--- src/rtl/cpst_pkg.sv ---
// shared types, constants and prefix helpers for the cidr prefix set table
// no dependencies; used by every module of the block but cpst_ram
package cpst_pkg;

  localparam int TABLE_DEPTH = 256;
  localparam int IDX_W       = $clog2(TABLE_DEPTH);
  localparam int CNT_W       = IDX_W + 1;
  localparam int ADDR_W      = 128;
  localparam int HALF_W      = 64;
  localparam int LEN_W       = 8;
  localparam int ENTRY_W     = ADDR_W + LEN_W;
  localparam int SUM_W       = (CNT_W > LEN_W ? CNT_W : LEN_W) + 1;

  localparam logic [LEN_W-1:0] V4_OFFSET = 8'd96;
  localparam logic [LEN_W-1:0] V4_MAXLEN = 8'd32;
  localparam logic [LEN_W-1:0] V6_MAXLEN = 8'd128;

  // operation codes
  localparam logic [2:0] OP_ADD       = 3'd0;
  localparam logic [2:0] OP_REMOVE    = 3'd1;
  localparam logic [2:0] OP_CONTAINS  = 3'd2;
  localparam logic [2:0] OP_INTERSECT = 3'd3;
  localparam logic [2:0] OP_READ      = 3'd4;

  // status codes
  localparam logic [2:0] ST_INSERTED = 3'd0;
  localparam logic [2:0] ST_COVERED  = 3'd1;
  localparam logic [2:0] ST_FULL     = 3'd2;
  localparam logic [2:0] ST_REMOVED  = 3'd3;
  localparam logic [2:0] ST_NONE     = 3'd4;
  localparam logic [2:0] ST_HIT      = 3'd5;
  localparam logic [2:0] ST_MISS     = 3'd6;
  localparam logic [2:0] ST_READ     = 3'd7;

  // what follows the scan pass
  typedef enum logic [1:0] {
    DEC_FINISH,
    DEC_MERGE,
    DEC_COPY
  } dec_t;

  // controller to datapath
  typedef struct packed {
    logic capture;
    logic scan_step;
    logic decide;
    logic merge_step;
    logic copy_end;
    logic write_new;
    logic take;
    logic split_init;
    logic split_up;
    logic split_dn;
    logic read_latch;
  } cmd_t;

  // datapath to controller
  typedef struct packed {
    logic req_read;
    logic ptr_end;
    dec_t dec;
    logic merge_go;
    logic ev_split;
    logic ev_ins_first;
    logic up_end;
    logic dn_end;
  } stat_t;

  // top len bits set
  function automatic logic [ADDR_W-1:0] pfx_mask(input logic [LEN_W-1:0] len);
    pfx_mask = ~({ADDR_W{1'b1}} >> len);
  endfunction

  // last bit inside a prefix of length len (1..128)
  function automatic logic [ADDR_W-1:0] pfx_bit(input logic [LEN_W-1:0] len);
    logic [ADDR_W-1:0] top;
    top = {1'b1, {(ADDR_W-1){1'b0}}};
    pfx_bit = top >> LEN_W'(len - 8'd1);
  endfunction

endpackage

--- src/rtl/cpst_ctrl.sv ---
// sequencer for the prefix table: scan, merge, copy, split and read steps
// depends on cpst_pkg
module cpst_ctrl import cpst_pkg::*; (
  input  logic  clk,
  input  logic  rst,
  input  logic  start,
  input  stat_t st,
  output cmd_t  cmd,
  output logic  busy,
  output logic  done
);

  typedef enum logic [3:0] {
    S_IDLE,
    S_SCAN,
    S_DECIDE,
    S_MERGE,
    S_COPY_RD,
    S_COPY_EV,
    S_SPLIT_UP,
    S_SPLIT_DN,
    S_READ_A,
    S_READ_B
  } state_t;

  state_t state, state_next;
  logic   done_next;

  assign busy = (state != S_IDLE);

  // next state and commands
  always_comb begin
    cmd        = '0;
    state_next = state;
    done_next  = 1'b0;
    case (state)
      S_IDLE: begin
        if (start) begin
          cmd.capture = 1'b1;
          state_next  = st.req_read ? S_READ_A : S_SCAN;
        end
      end
      S_SCAN: begin
        cmd.scan_step = 1'b1;
        if (st.ptr_end) state_next = S_DECIDE;
      end
      S_DECIDE: begin
        cmd.decide = 1'b1;
        case (st.dec)
          DEC_MERGE: state_next = S_MERGE;
          DEC_COPY:  state_next = S_COPY_RD;
          default: begin
            done_next  = 1'b1;
            state_next = S_IDLE;
          end
        endcase
      end
      S_MERGE: begin
        if (st.merge_go) cmd.merge_step = 1'b1;
        else state_next = S_COPY_RD;
      end
      S_COPY_RD: begin
        if (st.ptr_end) begin
          cmd.copy_end = 1'b1;
          done_next    = 1'b1;
          state_next   = S_IDLE;
        end else begin
          state_next = S_COPY_EV;
        end
      end
      S_COPY_EV: begin
        if (st.ev_split) begin
          cmd.split_init = 1'b1;
          state_next     = S_SPLIT_UP;
        end else if (st.ev_ins_first) begin
          cmd.write_new = 1'b1;
        end else begin
          cmd.take   = 1'b1;
          state_next = S_COPY_RD;
        end
      end
      S_SPLIT_UP: begin
        cmd.split_up = 1'b1;
        if (st.up_end) state_next = S_SPLIT_DN;
      end
      S_SPLIT_DN: begin
        cmd.split_dn = 1'b1;
        if (st.dn_end) state_next = S_COPY_RD;
      end
      S_READ_A: state_next = S_READ_B;
      S_READ_B: begin
        cmd.read_latch = 1'b1;
        done_next      = 1'b1;
        state_next     = S_IDLE;
      end
      default: state_next = S_IDLE;
    endcase
  end

  // state and done strobe
  always_ff @(posedge clk) begin
    if (rst) begin
      state <= S_IDLE;
      done  <= 1'b0;
    end else begin
      state <= state_next;
      done  <= done_next;
    end
  end

endmodule

--- config.mk ---
export PLATFORM = sky130hd
export DESIGN_NAME = cpst_ctrl
export DESIGN_NICKNAME = d
export VERILOG_FILES = /design/src/rtl/cpst_pkg.sv /design/src/rtl/cpst_ctrl.sv
export SDC_FILE = /design/constraint.sdc
export NUM_CORES = 1
export LEC_CHECK = 0
export BUFFER_PORTS_ARGS = -buffer_cell sky130_fd_sc_hd__buf_2
export CELL_PAD_IN_SITES_DETAIL_PLACEMENT = 0
export CELL_PAD_IN_SITES_GLOBAL_PLACEMENT = 1
export CORE_MARGIN = 1.5
export CORE_UTILIZATION = 30
export CTS_CLUSTER_SIZE = 25
export DETAILED_ROUTE_END_ITERATION = 8
export GPL_TIMING_DRIVEN = 0
export HOLD_SLACK_MARGIN = 0.12
export PLACE_DENSITY_LB_ADDON = 0.3
export SYNTH_ARGS = -nofsm -noshare
export SYNTH_HDL_FRONTEND = slang
export SYNTH_SLANG_ARGS = --single-unit
--- constraint.sdc ---
create_clock -name clk -period 3.2 [get_ports clk]
set_input_delay 0.16 -clock clk [delete_from_list [all_inputs] [get_ports clk]]
set_output_delay 0.16 -clock clk [all_outputs]
set_load 0.005 [all_outputs]
Yosys cells after proc, flatten, opt, wreduce, memory -nomap -nowiden
Cells that the tools add are included.
{"block": "totals", "word_cells": 52, "romBits": 0, "latchBits": 0, "ff_bits": 5, "ramBits": 0, "n_memories": 0}
{"block": "classes", "eq_ne": 17, "div": 0, "addsub": 0, "n_reduce_logical": 4, "order_cmp": 0, "mux": 29, "n_bitwise": 0, "n_shift": 0, "multipliers": 0}
{"operator": "$pmux W4 S9", "n": 1}
{"operator": "$mux W4", "n": 8}
{"operator": "$eq A4 B3 Y1 const B", "n": 4}
{"operator": "$mux W1", "n": 15}
{"operator": "$ne A2 B2 Y1 const B", "n": 5}
{"operator": "$eq A4 B2 Y1 const B", "n": 2}
{"operator": "$eq A4 B4 Y1 const B", "n": 2}
{"operator": "$mux W3", "n": 2}
{"operator": "$pmux W3 S2", "n": 1}
{"operator": "$reduce_and A6 Y1", "n": 1}
{"operator": "$eq A4 B1 Y1 const B", "n": 1}
{"operator": "$logic_not A4 Y1", "n": 1}
{"operator": "$reduce_bool A4 Y1", "n": 1}
{"operator": "$ne A3 B3 Y1 const B", "n": 1}
{"operator": "$pmux W1 S3", "n": 1}
{"operator": "$eq A2 B1 Y1 const B", "n": 1}
{"operator": "$eq A2 B2 Y1 const B", "n": 1}
{"operator": "$mux W2", "n": 1}
{"operator": "$reduce_or A2 Y1", "n": 1}

Longest topological paths before layout
{"block": "logic_depth", "word_depth": 4, "ltp_mapped": 6, "ltp_nobuf": 6}

Worst setup path before layout
OpenSTA, ideal clock, no wires.
{"block": "synth_path", "path_kind": "reg2reg", "startpoint": "reg state[0]", "endpoint": "reg state[0]", "path_stages_with_launch": 7, "synth_period_minus_slack_ns": 1.584, "slack_ns": 1.616, "arrival_time_ns": 1.497, "n_path_buf": 1, "setup_ns": 0.087, "path_cell_list": "dfxtp_1 buf_6 mux2_4 o32a_1 o311a_4 or3_1 o31ai_1"}
{"block": "synth_via", "elab_chain_cells": 3}
{"item": "from (decl)", "line_no": "cpst_ctrl.sv:26", "text": "state_t state, state_next;"}
{"item": "from (signal assigned)", "line_no": "cpst_ctrl.sv:106", "text": "state <= state_next;"}
{"item": "$eq A4 B3 Y1, or another cell as far along", "line_no": "cpst_ctrl.sv:36", "text": "case (state)"}
{"item": "$ne A3 B3 Y1 (no source line) / $ne A2 B2 Y1 (equally long branches)"}
{"item": "$reduce_and A6 Y1 (no source line)"}
Several ways; a longest one is shown, not always the timed one.
A chain may end at the register's enable or synchronous reset.

Worst setup path in the final report
Ends and elaborated chain as after synthesis.

==> impl_results.md <==
- Num CTS Buffers: 3
- Async SR Flop Fraction: 0%
- Initial DRC count: 10
- # rows: 14
- Synthesized area per cell: 7.18 um2
- Final Hold Vio Count: 0
- Die H: 42.8 um
- Largest net degree at the start of global routing: 11
- Global Route Usage Sum: 14.2%
- Clock slew at reported path FFs: around 0.04 ns
- Starting Density: 31.8%
- Clk_skew: 0.00357 ns
- CTS tree: yes
- Most crowded layer after global routing: met2
- FF-to-FF End: state[0]
- Routed len/inst: 10.8 um
- Vias: approximately 550
- Pre-antenna DRT Iters: 4
- WS Path Type: flip-flop to flip-flop
- Total of max-cap violations: 0
- FMAX: 594 MHz
- Clock tree buffer depth: 2
- Slew headroom: 73.6%
- Place WS: 1.52 ns
- Critical Path RT: around 3.3 ns
- Worst Tran Pin Value: 0.397 ns
- Die area: 0.00183 mm2
- Fin cells: 110
- Top-level I/O count: 25
- Synthesized flop and latch total: 5
- Global placement routability congestion: 0.760
- Post-DP HPWL: 922 um
- Layout fillers: 171
- Synth warnings: 0
- Syn Inst Count: 66
- Sequential share of the synthesized area: 21.1%
- First-pass GRT wire length: 1960 um
- Setup ws final: between 1.5 and 2 ns
- CP Launch Type: flip-flop
- Post-CTS Setup Inserts: 0
- Grt ovf: 0
- Post_cts resized: 0
- Crit Reg-Reg Startpoint: state[0]
- Clk sink count: 5
- Util after Layout: 43.0%
- ANT nets after route: 0
- Mapped cell area: 474 um2
- Met2 Use GR: 21.5%
- EDFF count, synth: 0
- R2R Setup Slk: between 1.5 and 2 ns
- Pins Over Slew Limit: 0
- Total power: 0.448 mW
- Initial antenna violation count: 0
- Met1 GRT Util: a little under a fifth
- Syn nets: 80
- RSZ-0062 raised after global routing: false
- Cell count after placement: 106
- Area growth from synthesis to layout: 35.1%
- Share of layout cells above drive strength 1: a little over a third
- Hold_buf cts: 0
- CTS Root Cell: clkbuf_4
- Worst vdd ir: around 0.22 mV
- Via/cell ratio: between 5 and 6
- Crit path to: state[0]
- Outcome: finished clean
- Total Nets Final: 109
- Worst-skew pair later-pin latency: 0.24 ns
- Critical path data arrival time: 1.83 ns
- Critical Path Source: state[0]
- Endpoint type of the worst setup path: flip-flop
- PwrDens: 699 mW/mm2
- Drt total wl: about 1200 um
- Synth unique cells: 30
- Core footprint: between 0.001 and 0.0015 mm2
- Met3 Resource Use GR: 2.55%
- Vias in the first global route: 469
- Fin crit period: ~1.7 ns
- Tcrit/Tclk final: 52.6%
- Register-to-Register Path Depth: 6
- # setup viols final: 0
- H-tree Lvls: 1
- PortBufs: 24
- Sum Neg Setup Slack: 0 ns
- Diode count: 0
- Synth Flop Type: dfxtp_1
- Die Width: 42.8 um
- Leakage: 0.350 nW
- DRC violations left: 0
- CP max FO: 10
- Worst min path class: primary input to flip-flop
logic make-up after synthesis:
| group | Yosys count | synth area share, % |
|---|---|---|
| compound gates | 15 | 24.3 |
| fa+ha+maj | 2 | 5.28 |
| flops | 5 | 21.1 |
| buf+inv | 12 | 11.6 |
| mux | 3 | 7.65 |
| simple gates | 29 | 30.1 |
sequential cells by signal (all words and copies together) (netlist names):
name,flops
state,4
done,1
final cells by class:
type	instances	area (um2)	share of cell area (%)
multi-input combinational	49	319	49.8
clock buffer	4	26.3	4.10
buffer	4	25.0	3.91
inverter	8	30.0	4.69
timing repair buffer	24	120	18.7
sequential	5	100	15.6
tap	16	20.0	3.13
through the flow:
step,hold slack [ns],cell area [um2]
after floorplan,0.229,474
after global placement,0.405,614
after detailed placement,0.399,614
after CTS,0.151,641
after global routing,0.151,641
final,0.165,641
Yosys cell counts, drive strengths merged, types with 2 or more instances:
cell,instances,share of area [%]
inv,8,6.3
nor2,8,6.3
dfxtp,5,21
nand2,5,4.0
nor3,5,5.3
a21oi,4,4.2
buf,3,4.5
a21boi,2,3.2
ha,2,5.3
mux2,2,5.5
nand3,2,2.1
nor2b,2,2.6
o21ai,2,2.1
or3,2,2.6
worst min path at each step:
stage | startpoint | to | slack (ns) | cells past startpoint
finish | rst | state[2] | 0.17 | 2
global route | rst | state[2] | 0.15 | 2
CTS | rst | done | 0.15 | 2
detailed placement | rst | done | 0.40 | 2
global placement | rst | done | 0.41 | 2
floorplan | rst | done | 0.23 | 1
critical path, cell delays in order, from the launching register on:
cell     delay, ns
dfxtp_1       0.31
buf_6         0.14
mux2_4        0.30
o32a_1        0.30
o311a_4       0.15
or3_1         0.31
o31ai_1       0.08
report_power, final:
part | switching, mW | internal [mW]
Sequential | 0.0102 | 0.0818
Combinational | 0.150 | 0.135
Clock | 0.0243 | 0.0470
layout by cell type, fill, tap and decap left out, drive strengths merged, types with 2 or more instances in the layout:
cell type / synthesis / layout
buf: 3 / 27
inv: 8 / 8
nor2: 8 / 8
nor3: 5 / 5
nand2: 5 / 5
dfxtp: 5 / 5
clkbuf: 1 / 5
a21oi: 4 / 4
nor2b: 2 / 2
nand3: 2 / 2
or3: 2 / 2
o21ai: 2 / 2
a21boi: 2 / 2
ha: 2 / 2
mux2: 2 / 2
layer usage:
| metal | part of all wire [%] | up-vias |
|---|---|---|
| met5 | 0 | - |
| met4 | 0.68 | 0 |
| met3 | 8.4 | 2 |
| met2 | 45 | 26 |
| met1 | 46 | 238 |
| li1 | - | 286 |
Note: power is estimated with default switching activity, not from simulation.
